[config.mk]
export PLATFORM = sky130hd
export DESIGN_NAME = guest_range_map_table_flat
export DESIGN_NICKNAME = d
export VERILOG_FILES = /design/src/hw/rtl/grm_pkg.sv /design/src/hw/rtl/grm_ifs.sv /design/src/hw/rtl/grm_ram.sv /design/src/hw/rtl/grm_ctrl.sv /design/src/hw/rtl/grm_dp.sv /design/src/hw/rtl/guest_range_map_table.sv /design/src/flat_wrapper.sv
export VERILOG_INCLUDE_DIRS = /design/src /design/src/hw/rtl
export SDC_FILE = /design/constraint.sdc
export NUM_CORES = 2
export LEC_CHECK = 0
export BUFFER_PORTS_ARGS = -buffer_cell sky130_fd_sc_hd__buf_2
export CAP_MARGIN = 30
export CORE_MARGIN = 2
export CORE_UTILIZATION = 30
export DETAILED_ROUTE_END_ITERATION = 16
export GPL_TIMING_DRIVEN = 0
export PLACE_DENSITY_LB_ADDON = 0.12
export REMOVE_ABC_BUFFERS = 1
export SYNTH_ARGS = -nofsm -noshare
export SYNTH_HDL_FRONTEND = slang
export SYNTH_SLANG_ARGS = --single-unit
[constraint.sdc]
create_clock -name i_clk -period 26.1 [get_ports i_clk]
set_input_delay 2.61 -clock i_clk [delete_from_list [all_inputs] [get_ports i_clk]]
set_output_delay 2.61 -clock i_clk [all_outputs]
set_load 0.05 [all_outputs]
[src/hw/rtl/guest_range_map_table_assert.svh]
// Assertion macros used by the top level of the range map table RTL.
`ifndef GUEST_RANGE_MAP_TABLE_ASSERT_SVH
`define GUEST_RANGE_MAP_TABLE_ASSERT_SVH

// Consequent must hold in the same cycle as the antecedent.
`define GRM_ASSERT_SAME(label, ante, cons, msg) \
    label: assert property (@(posedge i_clk) disable iff (!i_rst_n) (ante) |-> (cons)) \
        else $error(msg);

// Consequent must hold in the cycle after the antecedent.
`define GRM_ASSERT_NEXT(label, ante, cons, msg) \
    label: assert property (@(posedge i_clk) disable iff (!i_rst_n) (ante) |=> (cons)) \
        else $error(msg);

`endif

[src/hw/rtl/grm_pkg.sv]
// Shared widths, codes and types of the guest range map table.
`default_nettype none

package grm_pkg;

    localparam int ADDR_W = 48;           // guest address and object offset
    localparam int SIZE_W = ADDR_W + 1;   // lengths and sizes up to 2^ADDR_W
    localparam int SUM_W  = ADDR_W + 2;   // base + length without wrap
    localparam int OBJ_W  = 8;
    localparam int PROT_W = 3;
    localparam int STAT_W = 3;
    localparam int GEN_W  = 64;
    localparam int OP_W   = 2;

    localparam int PAGE_BYTES = 4096;
    localparam logic [SIZE_W-1:0] SPACE_RESET = SIZE_W'(1) << ADDR_W;

    // request opcodes
    localparam logic [OP_W-1:0] OP_MAP    = 2'd0;
    localparam logic [OP_W-1:0] OP_UNMAP  = 2'd1;
    localparam logic [OP_W-1:0] OP_LOOKUP = 2'd2;

    // response status codes
    localparam logic [STAT_W-1:0] RS_OK        = 3'd0;
    localparam logic [STAT_W-1:0] RS_INVALID   = 3'd1;
    localparam logic [STAT_W-1:0] RS_NO_SPACE  = 3'd2;
    localparam logic [STAT_W-1:0] RS_NOT_FOUND = 3'd3;
    localparam logic [STAT_W-1:0] RS_DENIED    = 3'd4;
    localparam logic [STAT_W-1:0] RS_FULL      = 3'd5;

    // one stored range
    typedef struct packed {
        logic [ADDR_W-1:0] base;
        logic [SIZE_W-1:0] length;
        logic [ADDR_W-1:0] offset;
        logic [PROT_W-1:0] prot;
        logic [OBJ_W-1:0]  object;
    } t_entry;

    localparam int ENTRY_W = $bits(t_entry);

    typedef enum logic [2:0] {
        S_IDLE,
        S_PREP,
        S_SCAN,
        S_TAIL,
        S_FIX,
        S_DONE
    } t_state;

    // controller to datapath
    typedef struct packed {
        logic load;     // capture the request fields
        logic prep;     // derive range bounds, clear scan trackers
        logic rd_en;    // read one table entry
        logic fix;      // compute offset delta of the matched entry
        logic commit;   // update table, load response register
    } t_dp_cmd;

    // datapath to controller
    typedef struct packed {
        logic out_free; // response register can take a new result
    } t_dp_stat;

endpackage

`default_nettype wire

[src/hw/rtl/grm_ifs.sv]
// Request and response channel interfaces of the range map table.
`default_nettype none

interface grm_req_if import grm_pkg::*; ();
    logic              valid;
    logic              ready;
    logic [OP_W-1:0]   op;
    logic [ADDR_W-1:0] addr;
    logic [SIZE_W-1:0] length;
    logic [OBJ_W-1:0]  object_id;
    logic [ADDR_W-1:0] object_offset;
    logic [SIZE_W-1:0] object_size;
    logic [PROT_W-1:0] prot;

    modport source (
        output valid, op, addr, length, object_id, object_offset, object_size, prot,
        input  ready
    );
    modport sink (
        input  valid, op, addr, length, object_id, object_offset, object_size, prot,
        output ready
    );
endinterface

interface grm_rsp_if import grm_pkg::*; ();
    logic              valid;
    logic              ready;
    logic [STAT_W-1:0] status;
    logic [OBJ_W-1:0]  found_object;
    logic [ADDR_W-1:0] found_offset;
    logic [GEN_W-1:0]  generation;

    modport source (
        output valid, status, found_object, found_offset, generation,
        input  ready
    );
    modport sink (
        input  valid, status, found_object, found_offset, generation,
        output ready
    );
endinterface

`default_nettype wire

[src/hw/rtl/grm_ram.sv]
// Generic single-write, single-read RAM with registered read data.
`default_nettype none

module grm_ram #(
    parameter int WIDTH = 8,
    parameter int DEPTH = 16
) (
    input  wire logic                                 i_clk,
    input  wire logic                                 i_wr_en,
    input  wire logic [(DEPTH > 1 ? $clog2(DEPTH) : 1)-1:0] i_wr_addr,
    input  wire logic [WIDTH-1:0]                     i_wr_data,
    input  wire logic                                 i_rd_en,
    input  wire logic [(DEPTH > 1 ? $clog2(DEPTH) : 1)-1:0] i_rd_addr,
    output logic      [WIDTH-1:0]                     o_rd_data
);

    logic [WIDTH-1:0] r_mem [DEPTH];

    // write port
    always_ff @(posedge i_clk) begin
        if (i_wr_en) begin
            r_mem[i_wr_addr] <= i_wr_data;
        end
    end

    // registered read port
    always_ff @(posedge i_clk) begin
        if (i_rd_en) begin
            o_rd_data <= r_mem[i_rd_addr];
        end
    end

endmodule

`default_nettype wire

[src/hw/rtl/grm_ctrl.sv]
// Sequencer of the range map table: request intake, table scan, commit.
`default_nettype none

module grm_ctrl import grm_pkg::*; #(
    parameter int MAX_ENTRIES = 16
) (
    input  wire logic                 i_clk,
    input  wire logic                 i_rst_n,
    input  wire logic                 i_req_valid,
    output logic                      o_req_ready,
    input  wire t_dp_stat             i_stat,
    output t_dp_cmd                   o_cmd,
    output logic [(MAX_ENTRIES > 1 ? $clog2(MAX_ENTRIES) : 1)-1:0] o_rd_addr
);

    localparam int IDX_W = (MAX_ENTRIES > 1) ? $clog2(MAX_ENTRIES) : 1;
    localparam logic [IDX_W-1:0] LAST_IDX = IDX_W'(MAX_ENTRIES - 1);

    t_state           r_state, n_state;
    logic [IDX_W-1:0] r_idx, n_idx;

    // state and scan index registers
    always_ff @(posedge i_clk) begin
        if (!i_rst_n) begin
            r_state <= S_IDLE;
            r_idx   <= '0;
        end else begin
            r_state <= n_state;
            r_idx   <= n_idx;
        end
    end

    // next state
    always_comb begin
        n_state = r_state;
        unique case (r_state)
            S_IDLE: begin
                if (i_req_valid) n_state = S_PREP;
            end
            S_PREP: n_state = S_SCAN;
            S_SCAN: begin
                if (r_idx == LAST_IDX) n_state = S_TAIL;
            end
            S_TAIL: n_state = S_FIX;
            S_FIX:  n_state = S_DONE;
            S_DONE: begin
                if (i_stat.out_free) n_state = S_IDLE;
            end
            default: n_state = S_IDLE;
        endcase
    end

    // scan index: one entry per cycle
    always_comb begin
        n_idx = r_idx;
        if (r_state == S_PREP) begin
            n_idx = '0;
        end else if (r_state == S_SCAN && r_idx != LAST_IDX) begin
            n_idx = r_idx + IDX_W'(1);
        end
    end

    // outputs
    always_comb begin
        o_req_ready = 1'b0;
        o_cmd       = '0;
        unique case (r_state)
            S_IDLE: begin
                o_req_ready = 1'b1;
                o_cmd.load  = i_req_valid;
            end
            S_PREP: o_cmd.prep  = 1'b1;
            S_SCAN: o_cmd.rd_en = 1'b1;
            S_TAIL: ;
            S_FIX:  o_cmd.fix   = 1'b1;
            S_DONE: o_cmd.commit = i_stat.out_free;
            default: ;
        endcase
    end

    assign o_rd_addr = r_idx;

endmodule

`default_nettype wire

[src/hw/rtl/grm_dp.sv]
// Datapath of the range map table: checks, entry compare, table and response.
`default_nettype none

module grm_dp import grm_pkg::*; #(
    parameter int MAX_ENTRIES = 16
) (
    input  wire logic              i_clk,
    input  wire logic              i_rst_n,
    input  wire logic              i_cfg_wr_en,
    input  wire logic [SIZE_W-1:0] i_cfg_wr_data,
    input  wire t_dp_cmd           i_cmd,
    input  wire logic [(MAX_ENTRIES > 1 ? $clog2(MAX_ENTRIES) : 1)-1:0] i_rd_addr,
    output t_dp_stat               o_stat,
    input  wire logic [OP_W-1:0]   i_op,
    input  wire logic [ADDR_W-1:0] i_addr,
    input  wire logic [SIZE_W-1:0] i_length,
    input  wire logic [OBJ_W-1:0]  i_object_id,
    input  wire logic [ADDR_W-1:0] i_object_offset,
    input  wire logic [SIZE_W-1:0] i_object_size,
    input  wire logic [PROT_W-1:0] i_prot,
    output logic                   o_rsp_valid,
    input  wire logic              i_rsp_ready,
    output logic [STAT_W-1:0]      o_status,
    output logic [OBJ_W-1:0]       o_found_object,
    output logic [ADDR_W-1:0]      o_found_offset,
    output logic [GEN_W-1:0]       o_generation
);

    localparam int IDX_W = (MAX_ENTRIES > 1) ? $clog2(MAX_ENTRIES) : 1;

    // configuration
    logic [SIZE_W-1:0] r_space_size;

    // captured request
    logic [OP_W-1:0]   r_op;
    logic [ADDR_W-1:0] r_addr;
    logic [SIZE_W-1:0] r_len;
    logic [OBJ_W-1:0]  r_obj;
    logic [ADDR_W-1:0] r_off;
    logic [SIZE_W-1:0] r_osize;
    logic [PROT_W-1:0] r_prot;

    // derived bounds
    logic              r_arg_bad;
    logic              r_addr_oor;
    logic [SUM_W-1:0]  r_last;
    logic [SUM_W-1:0]  r_page_end;

    // table valid bits and read pipeline
    logic [MAX_ENTRIES-1:0] r_valid;
    logic                   r_valid_q;
    logic                   r_cmp_vld;
    logic [IDX_W-1:0]       r_cmp_idx;
    t_entry                 w_rd_data;

    // scan trackers
    logic              r_hit, r_ovl, r_free;
    logic [IDX_W-1:0]  r_free_idx, r_match_idx;
    t_entry            r_m;
    logic              r_m_short, r_m_exact;
    logic [ADDR_W-1:0] r_delta;

    // generation and response
    logic [GEN_W-1:0]  r_gen;
    logic              r_rsp_valid;
    logic [STAT_W-1:0] r_status;
    logic [OBJ_W-1:0]  r_fobj;
    logic [ADDR_W-1:0] r_foff;
    logic [GEN_W-1:0]  r_out_gen;

    logic [STAT_W-1:0] n_status;
    logic [OBJ_W-1:0]  n_fobj;
    logic [ADDR_W-1:0] n_foff;
    logic [GEN_W-1:0]  n_gen;
    logic              w_map_ok, w_unmap_ok;

    logic [SUM_W-1:0]  w_end;
    logic              w_live, w_contains, w_overlap;
    t_entry            w_wr_data;

    // space size register
    always_ff @(posedge i_clk) begin
        if (!i_rst_n) begin
            r_space_size <= SPACE_RESET;
        end else if (i_cfg_wr_en) begin
            r_space_size <= i_cfg_wr_data;
        end
    end

    // request capture
    always_ff @(posedge i_clk) begin
        if (i_cmd.load) begin
            r_op    <= i_op;
            r_addr  <= i_addr;
            r_len   <= i_length;
            r_obj   <= i_object_id;
            r_off   <= i_object_offset;
            r_osize <= i_object_size;
            r_prot  <= i_prot;
        end
    end

    // argument checks and range bounds
    always_ff @(posedge i_clk) begin
        if (i_cmd.prep) begin
            r_arg_bad  <= (r_len == '0) ||
                          ((SUM_W'(r_off) + SUM_W'(r_len)) > SUM_W'(r_osize));
            r_addr_oor <= SIZE_W'(r_addr) >= r_space_size;
            r_last     <= SUM_W'(r_addr) + SUM_W'(r_len) - SUM_W'(1);
            r_page_end <= SUM_W'(r_addr) + SUM_W'(PAGE_BYTES);
        end
    end

    // entry storage
    grm_ram #(
        .WIDTH (ENTRY_W),
        .DEPTH (MAX_ENTRIES)
    ) u_ram (
        .i_clk     (i_clk),
        .i_wr_en   (i_cmd.commit && w_map_ok),
        .i_wr_addr (r_free_idx),
        .i_wr_data (w_wr_data),
        .i_rd_en   (i_cmd.rd_en),
        .i_rd_addr (i_rd_addr),
        .o_rd_data (w_rd_data)
    );

    always_comb begin
        w_wr_data.base   = r_addr;
        w_wr_data.length = r_len;
        w_wr_data.offset = r_off;
        w_wr_data.prot   = r_prot;
        w_wr_data.object = r_obj;
    end

    // read data lines up with its index and valid bit, each registered alongside the RAM read
    always_ff @(posedge i_clk) begin
        if (!i_rst_n) begin
            r_cmp_vld <= 1'b0;
        end else begin
            r_cmp_vld <= i_cmd.rd_en;
        end
    end

    always_ff @(posedge i_clk) begin
        if (i_cmd.rd_en) begin
            r_cmp_idx <= i_rd_addr;
            r_valid_q <= r_valid[i_rd_addr];
        end
    end

    // per-entry compare
    always_comb begin
        w_end      = SUM_W'(w_rd_data.base) + SUM_W'(w_rd_data.length);
        w_live     = r_cmp_vld && r_valid_q;
        w_contains = w_live && (r_addr >= w_rd_data.base) && (SUM_W'(r_addr) < w_end);
        w_overlap  = w_live && (SUM_W'(w_rd_data.base) <= r_last) &&
                     (SUM_W'(r_addr) < w_end);
    end

    // scan trackers: first free slot, first containing entry, any overlap
    always_ff @(posedge i_clk) begin
        if (i_cmd.prep) begin
            r_hit  <= 1'b0;
            r_ovl  <= 1'b0;
            r_free <= 1'b0;
        end else begin
            if (r_cmp_vld && !r_valid_q && !r_free) begin
                r_free     <= 1'b1;
                r_free_idx <= r_cmp_idx;
            end
            if (w_overlap) begin
                r_ovl <= 1'b1;
            end
            if (w_contains && !r_hit) begin
                r_hit       <= 1'b1;
                r_match_idx <= r_cmp_idx;
                r_m         <= w_rd_data;
                r_m_short   <= r_page_end > w_end;
                r_m_exact   <= (w_rd_data.base == r_addr) && (w_rd_data.length == r_len);
            end
        end
    end

    // offset of the looked-up address within the matched range
    always_ff @(posedge i_clk) begin
        if (i_cmd.fix) begin
            r_delta <= r_addr - r_m.base;
        end
    end

    // result of the request
    always_comb begin
        n_status   = RS_INVALID;
        n_fobj     = '0;
        n_foff     = '0;
        n_gen      = r_gen;
        w_map_ok   = 1'b0;
        w_unmap_ok = 1'b0;
        case (r_op)
            OP_MAP: begin
                if (r_arg_bad) begin
                    n_status = RS_INVALID;
                end else if (r_addr_oor || r_ovl) begin
                    n_status = RS_NO_SPACE;
                end else if (!r_free) begin
                    n_status = RS_FULL;
                end else begin
                    n_status = RS_OK;
                    w_map_ok = 1'b1;
                end
            end
            OP_UNMAP: begin
                if (r_addr_oor || r_len == '0 || !r_hit || !r_m_exact) begin
                    n_status = RS_NOT_FOUND;
                end else begin
                    n_status   = RS_OK;
                    w_unmap_ok = 1'b1;
                    n_gen      = r_gen + GEN_W'(1);
                end
            end
            OP_LOOKUP: begin
                if (r_addr_oor || !r_hit || r_m_short) begin
                    n_status = RS_NOT_FOUND;
                end else if ((r_prot & ~r_m.prot) != '0) begin
                    n_status = RS_DENIED;
                end else begin
                    n_status = RS_OK;
                    n_fobj   = r_m.object;
                    n_foff   = r_m.offset + r_delta;
                end
            end
            default: n_status = RS_INVALID;
        endcase
    end

    // valid bits and generation count
    always_ff @(posedge i_clk) begin
        if (!i_rst_n) begin
            r_valid <= '0;
            r_gen   <= GEN_W'(1);
        end else if (i_cmd.commit) begin
            if (w_map_ok) begin
                r_valid[r_free_idx] <= 1'b1;
            end
            if (w_unmap_ok) begin
                r_valid[r_match_idx] <= 1'b0;
            end
            r_gen <= n_gen;
        end
    end

    // response register
    always_ff @(posedge i_clk) begin
        if (!i_rst_n) begin
            r_rsp_valid <= 1'b0;
        end else if (i_cmd.commit) begin
            r_rsp_valid <= 1'b1;
        end else if (i_rsp_ready) begin
            r_rsp_valid <= 1'b0;
        end
    end

    always_ff @(posedge i_clk) begin
        if (i_cmd.commit) begin
            r_status  <= n_status;
            r_fobj    <= n_fobj;
            r_foff    <= n_foff;
            r_out_gen <= n_gen;
        end
    end

    assign o_stat.out_free = !r_rsp_valid || i_rsp_ready;
    assign o_rsp_valid     = r_rsp_valid;
    assign o_status        = r_status;
    assign o_found_object  = r_fobj;
    assign o_found_offset  = r_foff;
    assign o_generation    = r_out_gen;

endmodule

`default_nettype wire

[src/hw/rtl/guest_range_map_table.sv]
// Top level of the guest address range map table.
//
// Usage:
//   i_req carries one request: op (map, unmap, lookup), addr, length,
//   object_id, object_offset, object_size and prot, taken when valid and
//   ready are both high. o_rsp returns exactly one response per request:
//   status, found_object, found_offset and generation.
//   i_cfg_wr_en / i_cfg_wr_data write the guest space size; write it only
//   while no request is in flight.
// Timing:
//   Each request walks the whole table, one stored range per cycle through
//   the registered read port of the entry RAM. A new request is taken only
//   after the previous one has been committed to the response register.
// Reset:
//   Synchronous, active low. All ranges become free, the generation count
//   goes to one and the space size to 2^48. The entry RAM is not cleared.
// Back-pressure:
//   A finished response waits in an output register; the next request may
//   be taken and scanned meanwhile, and its commit holds until the
//   register is free.
`default_nettype none
`include "guest_range_map_table_assert.svh"

module guest_range_map_table import grm_pkg::*; #(
    parameter int MAX_ENTRIES = 16
) (
    input  wire logic              i_clk,
    input  wire logic              i_rst_n,
    input  wire logic              i_cfg_wr_en,
    input  wire logic [SIZE_W-1:0] i_cfg_wr_data,
    grm_req_if.sink                i_req,
    grm_rsp_if.source              o_rsp
);

    localparam int IDX_W = (MAX_ENTRIES > 1) ? $clog2(MAX_ENTRIES) : 1;

    t_dp_cmd          w_cmd;
    t_dp_stat         w_stat;
    logic [IDX_W-1:0] w_rd_addr;

    // sequencer
    grm_ctrl #(
        .MAX_ENTRIES (MAX_ENTRIES)
    ) u_ctrl (
        .i_clk       (i_clk),
        .i_rst_n     (i_rst_n),
        .i_req_valid (i_req.valid),
        .o_req_ready (i_req.ready),
        .i_stat      (w_stat),
        .o_cmd       (w_cmd),
        .o_rd_addr   (w_rd_addr)
    );

    // datapath
    grm_dp #(
        .MAX_ENTRIES (MAX_ENTRIES)
    ) u_dp (
        .i_clk           (i_clk),
        .i_rst_n         (i_rst_n),
        .i_cfg_wr_en     (i_cfg_wr_en),
        .i_cfg_wr_data   (i_cfg_wr_data),
        .i_cmd           (w_cmd),
        .i_rd_addr       (w_rd_addr),
        .o_stat          (w_stat),
        .i_op            (i_req.op),
        .i_addr          (i_req.addr),
        .i_length        (i_req.length),
        .i_object_id     (i_req.object_id),
        .i_object_offset (i_req.object_offset),
        .i_object_size   (i_req.object_size),
        .i_prot          (i_req.prot),
        .o_rsp_valid     (o_rsp.valid),
        .i_rsp_ready     (o_rsp.ready),
        .o_status        (o_rsp.status),
        .o_found_object  (o_rsp.found_object),
        .o_found_offset  (o_rsp.found_offset),
        .o_generation    (o_rsp.generation)
    );

    // a taken request is followed by its bound setup
    `GRM_ASSERT_NEXT(a_accept_then_prep, i_req.valid && i_req.ready, w_cmd.prep, "no setup after request")
    // commit never overwrites a response still waiting
    `GRM_ASSERT_SAME(a_commit_when_free, w_cmd.commit, w_stat.out_free, "commit into busy response")
    // a new response appears only from a commit
    `GRM_ASSERT_SAME(a_rsp_from_commit, $rose(o_rsp.valid), $past(w_cmd.commit), "response without commit")
    // no table read while idle and open for requests
    `GRM_ASSERT_SAME(a_no_scan_idle, i_req.ready, !w_cmd.rd_en, "table read while idle")

endmodule

`default_nettype wire
[src/flat_wrapper.sv]
// flat-port wrapper written by rule: the top's interface ports become plain ports
module guest_range_map_table_flat import grm_pkg::*;
#(
    parameter int MAX_ENTRIES = 16
)
  (i_clk, i_rst_n, i_cfg_wr_en, i_cfg_wr_data, i_req_valid, i_req_op, i_req_addr, i_req_length, i_req_object_id, i_req_object_offset, i_req_object_size, i_req_prot, i_req_ready, o_rsp_valid, o_rsp_status, o_rsp_found_object, o_rsp_found_offset, o_rsp_generation, o_rsp_ready);
  grm_req_if i_req_i ();
  grm_rsp_if o_rsp_i ();
  input  wire logic i_clk;
  input  wire logic i_rst_n;
  input  wire logic i_cfg_wr_en;
  input  wire logic [SIZE_W-1:0] i_cfg_wr_data;
  input wire logic [$bits(i_req_i.valid)-1:0] i_req_valid;
  input wire logic [$bits(i_req_i.op)-1:0] i_req_op;
  input wire logic [$bits(i_req_i.addr)-1:0] i_req_addr;
  input wire logic [$bits(i_req_i.length)-1:0] i_req_length;
  input wire logic [$bits(i_req_i.object_id)-1:0] i_req_object_id;
  input wire logic [$bits(i_req_i.object_offset)-1:0] i_req_object_offset;
  input wire logic [$bits(i_req_i.object_size)-1:0] i_req_object_size;
  input wire logic [$bits(i_req_i.prot)-1:0] i_req_prot;
  output wire logic [$bits(i_req_i.ready)-1:0] i_req_ready;
  output wire logic [$bits(o_rsp_i.valid)-1:0] o_rsp_valid;
  output wire logic [$bits(o_rsp_i.status)-1:0] o_rsp_status;
  output wire logic [$bits(o_rsp_i.found_object)-1:0] o_rsp_found_object;
  output wire logic [$bits(o_rsp_i.found_offset)-1:0] o_rsp_found_offset;
  output wire logic [$bits(o_rsp_i.generation)-1:0] o_rsp_generation;
  input wire logic [$bits(o_rsp_i.ready)-1:0] o_rsp_ready;
  assign i_req_i.valid = i_req_valid;
  assign i_req_i.op = i_req_op;
  assign i_req_i.addr = i_req_addr;
  assign i_req_i.length = i_req_length;
  assign i_req_i.object_id = i_req_object_id;
  assign i_req_i.object_offset = i_req_object_offset;
  assign i_req_i.object_size = i_req_object_size;
  assign i_req_i.prot = i_req_prot;
  assign i_req_ready = i_req_i.ready;
  assign o_rsp_valid = o_rsp_i.valid;
  assign o_rsp_status = o_rsp_i.status;
  assign o_rsp_found_object = o_rsp_i.found_object;
  assign o_rsp_found_offset = o_rsp_i.found_offset;
  assign o_rsp_generation = o_rsp_i.generation;
  assign o_rsp_i.ready = o_rsp_ready;
  guest_range_map_table #(.MAX_ENTRIES(MAX_ENTRIES)) u_core (.i_clk(i_clk), .i_rst_n(i_rst_n), .i_cfg_wr_en(i_cfg_wr_en), .i_cfg_wr_data(i_cfg_wr_data), .i_req(i_req_i), .o_rsp(o_rsp_i));
endmodule
==> impl_metrics.prom <==
# TYPE chip_impl_metric gauge
chip_impl_metric{name="antenna_found_initial",unit=""} 27
chip_impl_metric{name="mappedNetlistArea",unit="mm2"} 0.146
chip_impl_metric{name="utilization",unit="%"} 36.1
chip_impl_metric{name="post_cts_buffers",unit=""} 0
chip_impl_metric{name="wire_length_of_the_first_global_routing_pass",unit="mm"} 637
chip_impl_metric{name="grt_pass1_vias",unit=""} 82700
chip_impl_info{name="synth_top_family_by_area",value="multiplexers"} 1
chip_impl_metric{name="dieWidth",unit="um"} 701
chip_impl_info{name="timing.hold.worst.class",value="flip-flop to flip-flop"} 1
chip_impl_metric{name="ff_to_ff_setup_slack",unit="ps"} 18080
chip_impl_metric{name="die_area",unit="mm2"} 0.492
chip_impl_info{name="run_status",value="finished, final reports clean"} 1
chip_impl_metric{name="timing.max_cap.violations",unit=""} 0
chip_impl_metric{name="clock_path_buffers",unit=""} 4
chip_impl_info{name="dominantRegCellSynth",value="edfxtp_1"} 1
chip_impl_metric{name="globalplace.congestion",unit=""} 0.906
chip_impl_metric{name="clk_latency",unit="ps"} 1000
chip_impl_info{name="rsz0062_at_grt",value="false"} 1
chip_impl_metric{name="hold_violations",unit=""} 0
chip_impl_metric{name="post_synthesis_compound_gate_area_fraction",unit="%"} 4.70
chip_impl_metric{name="place_hpwl",unit="mm"} 320
chip_impl_metric{name="syn_area_per_cell",unit="um2"} 17.5
chip_impl_metric{name="yosysWarningCount",unit=""} 0
chip_impl_metric{name="drt_pass1_iterations",unit=""} 8
chip_impl_metric{name="p_leak",unit="nW"} 58.7
chip_impl_metric{name="place_area",unit="mm2"} 0.162
chip_impl_metric{name="cts-htree-levels",unit=""} 5
chip_impl_metric{name="post-route-cell-area",unit="mm2"} 0.175
chip_impl_metric{name="globalRouteTotalUtil",unit="%"} 18.2
chip_impl_metric{name="dp_slack",unit="ps"} 17960
chip_impl_metric{name="clkSlewWorstSetupHoldPaths",unit="ps"} 60
chip_impl_metric{name="post_synth_xor_area_fraction",unit="%"} 2.42
chip_impl_metric{name="routed-via-count",unit=""} 79900
chip_impl_metric{name="synth.ff_latch_count",unit=""} 3394
chip_impl_info{name="synthMostInstantiatedCell",value="edfxtp_1"} 1
chip_impl_metric{name="synth.lib_cells_used.distinct",unit=""} 85
chip_impl_metric{name="layout-area-overhead-vs-synth",unit="%"} 20.1
chip_impl_metric{name="share_of_layout_cells_above_drive_strength_1",unit="%"} 22.9
chip_impl_info{name="cp_launch_type",value="flip-flop"} 1
chip_impl_metric{name="yosys.area.top_type_share",unit="%"} 67.0
chip_impl_metric{name="placement_rows",unit=""} 256
chip_impl_metric{name="timing.hold.worst_path_depth",unit=""} 0
chip_impl_metric{name="cts_hold_repair_buffers",unit=""} 0
chip_impl_info{name="r2r_end",value="u_core.u_dp.r_m[19]$_DFFE_PP_"} 1
chip_impl_metric{name="power.density_cell_area",unit="mW/mm2"} 90.3
chip_impl_metric{name="critical_path_peak_fanout",unit=""} 20
chip_impl_metric{name="total_power",unit="mW"} 15.8
chip_impl_metric{name="vias_per_cell",unit=""} 4.99
chip_impl_metric{name="count_of_flip_flops_with_a_built_in_enable_after_synthesis",unit=""} 3253
chip_impl_metric{name="cts-buffers-inserted",unit=""} 391
chip_impl_info{name="min-delay-start",value="u_core.u_dp.u_ram.o_rd_data[56]$_DFFE_PP_"} 1
chip_impl_metric{name="max-vdd-ir-drop",unit="mV"} 0.0600
chip_impl_info{name="tritoncts_clock_tree",value="done"} 1
chip_impl_metric{name="yosys-mux-area-fraction",unit="%"} 12.5
chip_impl_metric{name="max_clock_freq",unit="MHz"} 125
chip_impl_metric{name="ys_async_sr_fraction",unit="%"} 0
chip_impl_metric{name="syn-instance-count",unit=""} 8320
chip_impl_metric{name="grt_overflow_total",unit=""} 0
chip_impl_metric{name="io_pins",unit=""} 386
chip_impl_metric{name="worst_slew_margin_rel",unit="%"} 27.5
chip_impl_metric{name="remaining_routing_drc_violations",unit=""} 0
chip_impl_metric{name="minimum_clock_period",unit="ps"} 8020
chip_impl_metric{name="reg2regPathDepth",unit=""} 25
chip_impl_metric{name="slew_violations",unit=""} 0
chip_impl_metric{name="placement.io_buffers",unit=""} 385
chip_impl_info{name="type_of_element_capturing_the_critical_path",value="flip-flop"} 1
chip_impl_metric{name="drt_wl_total",unit="mm"} 456
chip_impl_info{name="clockRootBuffer",value="clkbuf_16"} 1
chip_impl_metric{name="synth_simple_gate_area_share",unit="%"} 4.40
chip_impl_metric{name="final.period_utilization",unit="%"} 30.7
chip_impl_metric{name="per_cell_routed_wire_length",unit="um"} 28.5
chip_impl_metric{name="worst_clock_skew_on_the_final_layout",unit="ps"} 76.4
chip_impl_metric{name="largest_net_degree_at_the_start_of_global_routing",unit=""} 119
chip_impl_metric{name="setup_violations",unit=""} 0
chip_impl_metric{name="timing_worst_slew_pin_value",unit="ps"} 1090
chip_impl_metric{name="area_of_the_placeable_core",unit="mm2"} 0.485
chip_impl_metric{name="worst_ep_arrival_time",unit="ps"} 8700
chip_impl_info{name="commonest_cells_in_the_synthesized_netlist",value="3253 x edfxtp_1, 785 x mux4_2, 574 x ha_1"} 1
chip_impl_info{name="worst-setup-path-type",value="flip-flop to flip-flop"} 1
chip_impl_info{name="hold_path_end",value="u_core.u_dp.r_m[56]$_DFFE_PP_"} 1
chip_impl_metric{name="start_util",unit="%"} 30.1
chip_impl_metric{name="cp_data_required_time",unit="ps"} 26780
chip_impl_metric{name="chip_height",unit="um"} 701
chip_impl_metric{name="number_of_gates_resized_after_cts",unit=""} 0
chip_impl_metric{name="num-nets-final",unit=""} 10100
chip_impl_metric{name="ys_seq_area_share",unit="%"} 68.9
chip_impl_metric{name="ant_nets",unit=""} 0
chip_impl_metric{name="cts_sinks",unit=""} 3394
chip_impl_metric{name="dr.first_iter.drc_count",unit=""} 6455
chip_impl_metric{name="synth-adder-area-share",unit="%"} 5.00
chip_impl_info{name="crit_reg_reg_startpoint",value="u_core.u_dp.u_ram.o_rd_data[116]$_DFFE_PP_"} 1
chip_impl_metric{name="layout_setup_ws",unit="ps"} 18080
chip_impl_info{name="synth_top_cell_by_area",value="edfxtp_1"} 1
chip_impl_info{name="post_synth_main_area_contributors",value="edfxtp_1 67%, mux4_2 12%, ha_1 4.9%, dfxtp_1 1.9%, xnor2_1 1.5%"} 1
## placed cells by master, fill, tap and decap left out, types with 55 or more instances in the layout
master     count
edfxtp_1    3253
mux4_2       785
ha_1         574
inv_1        529
clkbuf_16    398
buf_2        388
a21oi_1      327
nor2_1       268
nand2_1      254
xnor2_1      247
o21ai_0      200
a21o_1       173
xor2_1       156
dfxtp_1      137
buf_16       133
buf_12       124
nand3_1      119
nand4_1      116
buf_6        111
clkinv_1      98
nor2b_1       97
clkbuf_1      83
nor3_1        71
and2_1        70
clkinv_2      70
mux2i_1       55
## kinds of logic (layout without fill, tap and decap cells)
| logic type | after synthesis | in the layout |
|---|---|---|
| AO/OA/AOI/OAI | 1063 | 1063 |
| XOR/XNOR | 403 | 403 |
| adder cells (fa/ha/maj) | 580 | 580 |
| buffers and inverters | 785 | 2034 |
| flip-flops | 3394 | 3394 |
| multiplexers | 842 | 842 |
| other | 0 | 6 |
| AND/OR/NAND/NOR | 1253 | 1253 |
## how the worst max path moves through the flow
| stage | startpoint | endpoint | depth (start not counted) |
|---|---|---|---|
| after detailed placement | u_core.u_dp.r_len[2]$_DFFE_PP_ | u_core.u_dp.r_arg_bad$_DFFE_PP_ | 18 |
| after global routing | u_core.u_dp.u_ram.o_rd_data[108]$_DFFE_PP_ | u_core.u_dp.r_m[19]$_DFFE_PP_ | 27 |
| after CTS | u_core.u_dp.r_len[2]$_DFFE_PP_ | u_core.u_dp.r_arg_bad$_DFFE_PP_ | 18 |
| final | u_core.u_dp.u_ram.o_rd_data[116]$_DFFE_PP_ | u_core.u_dp.r_m[19]$_DFFE_PP_ | 25 |
| after global placement | u_core.u_ctrl.o_rd_addr[0]$_SDFFE_PP0P_ | u_core.u_dp.r_cmp_idx[0]$_DFFE_PP_ | 0 |
| after floorplan | u_core.u_ctrl.o_rd_addr[0]$_SDFFE_PP0P_ | u_core.u_dp.r_cmp_idx[0]$_DFFE_PP_ | 0 |
## layer usage
metal | share of wire (%) | vias up | GRT usage, %
li1 | - | 35000 | -
met5 | 0.0066 | - | 0
met2 | 48 | 1997 | 30.4
met4 | 2.6 | 4 | 4.59
met3 | 4.2 | 506 | 2.20
met1 | 45 | 42400 | 25.2
## final cells by class
type,count,area [um2]
repair buffers,782,9620
well taps,6450,8070
multi-input cells,4141,42500
diodes,6,15.0
flip-flops and latches,3394,101000
inverters,532,2010
fillers,45500,310000
clock buffers,485,10300
clock inverters,235,2020
## critical path: stages (launching register included)
cell,delay [ps]
edfxtp_1,580
ha_1,400
a21o_1,200
a211o_1,290
o2111ai_1,240
o211ai_1,440
a21o_1,280
a21oi_1,230
o21bai_1,90
a21oi_1,320
xor2_1,300
ha_1,310
nand4_1,120
nor2_1,70
a221o_1,280
o21ai_0,420
o2111ai_1,350
a311oi_1,550
o21ai_0,190
a221oi_1,300
a22oi_1,200
nor2_4,690
buf_12,260
buf_12,200
buf_16,180
buf_16,170
## where the power goes
part / internal (mW) / total (mW) / switching [mW]
combinational: 1.51 / 3.58 / 2.07
clock: 3.07 / 5.34 / 2.27
sequential: 6.50 / 6.89 / 0.382
## state kept, by name, indices dropped and copies added, names as in the netlist, 8 cells and up
| name | cells |
|---|---|
| u_core.u_dp.r_osize | 49 |
| u_core.u_dp.r_addr | 48 |
| u_core.u_dp.o_found_offset | 48 |
| u_core.u_dp.r_page_end | 49 |
| u_core.u_dp.u_ram.o_rd_data | 156 |
| u_core.u_dp.o_generation | 64 |
| u_core.u_dp.r_off | 48 |
| u_core.u_dp.o_found_object | 8 |
| u_core.u_dp.r_valid | 16 |
| u_core.u_dp.r_obj | 8 |
| u_core.u_dp.r_last | 50 |
| u_core.u_dp.u_ram.r_mem | 2496 |
| u_core.u_dp.r_len | 49 |
| u_core.u_dp.r_space_size | 49 |
| u_core.u_dp.r_gen | 64 |
| u_core.u_dp.r_m | 107 |
| u_core.u_dp.r_delta | 48 |
## through the flow
stage,hold WS [ps],TNS (ps),std cells
floorplan,400,-193220,8067
global placement,404,-,14900
detailed placement,405,0,15300
CTS,418,0,16000
global route,420,0,16000
finish,418,0,16000
Note: power is estimated with default switching activity, not from simulation.
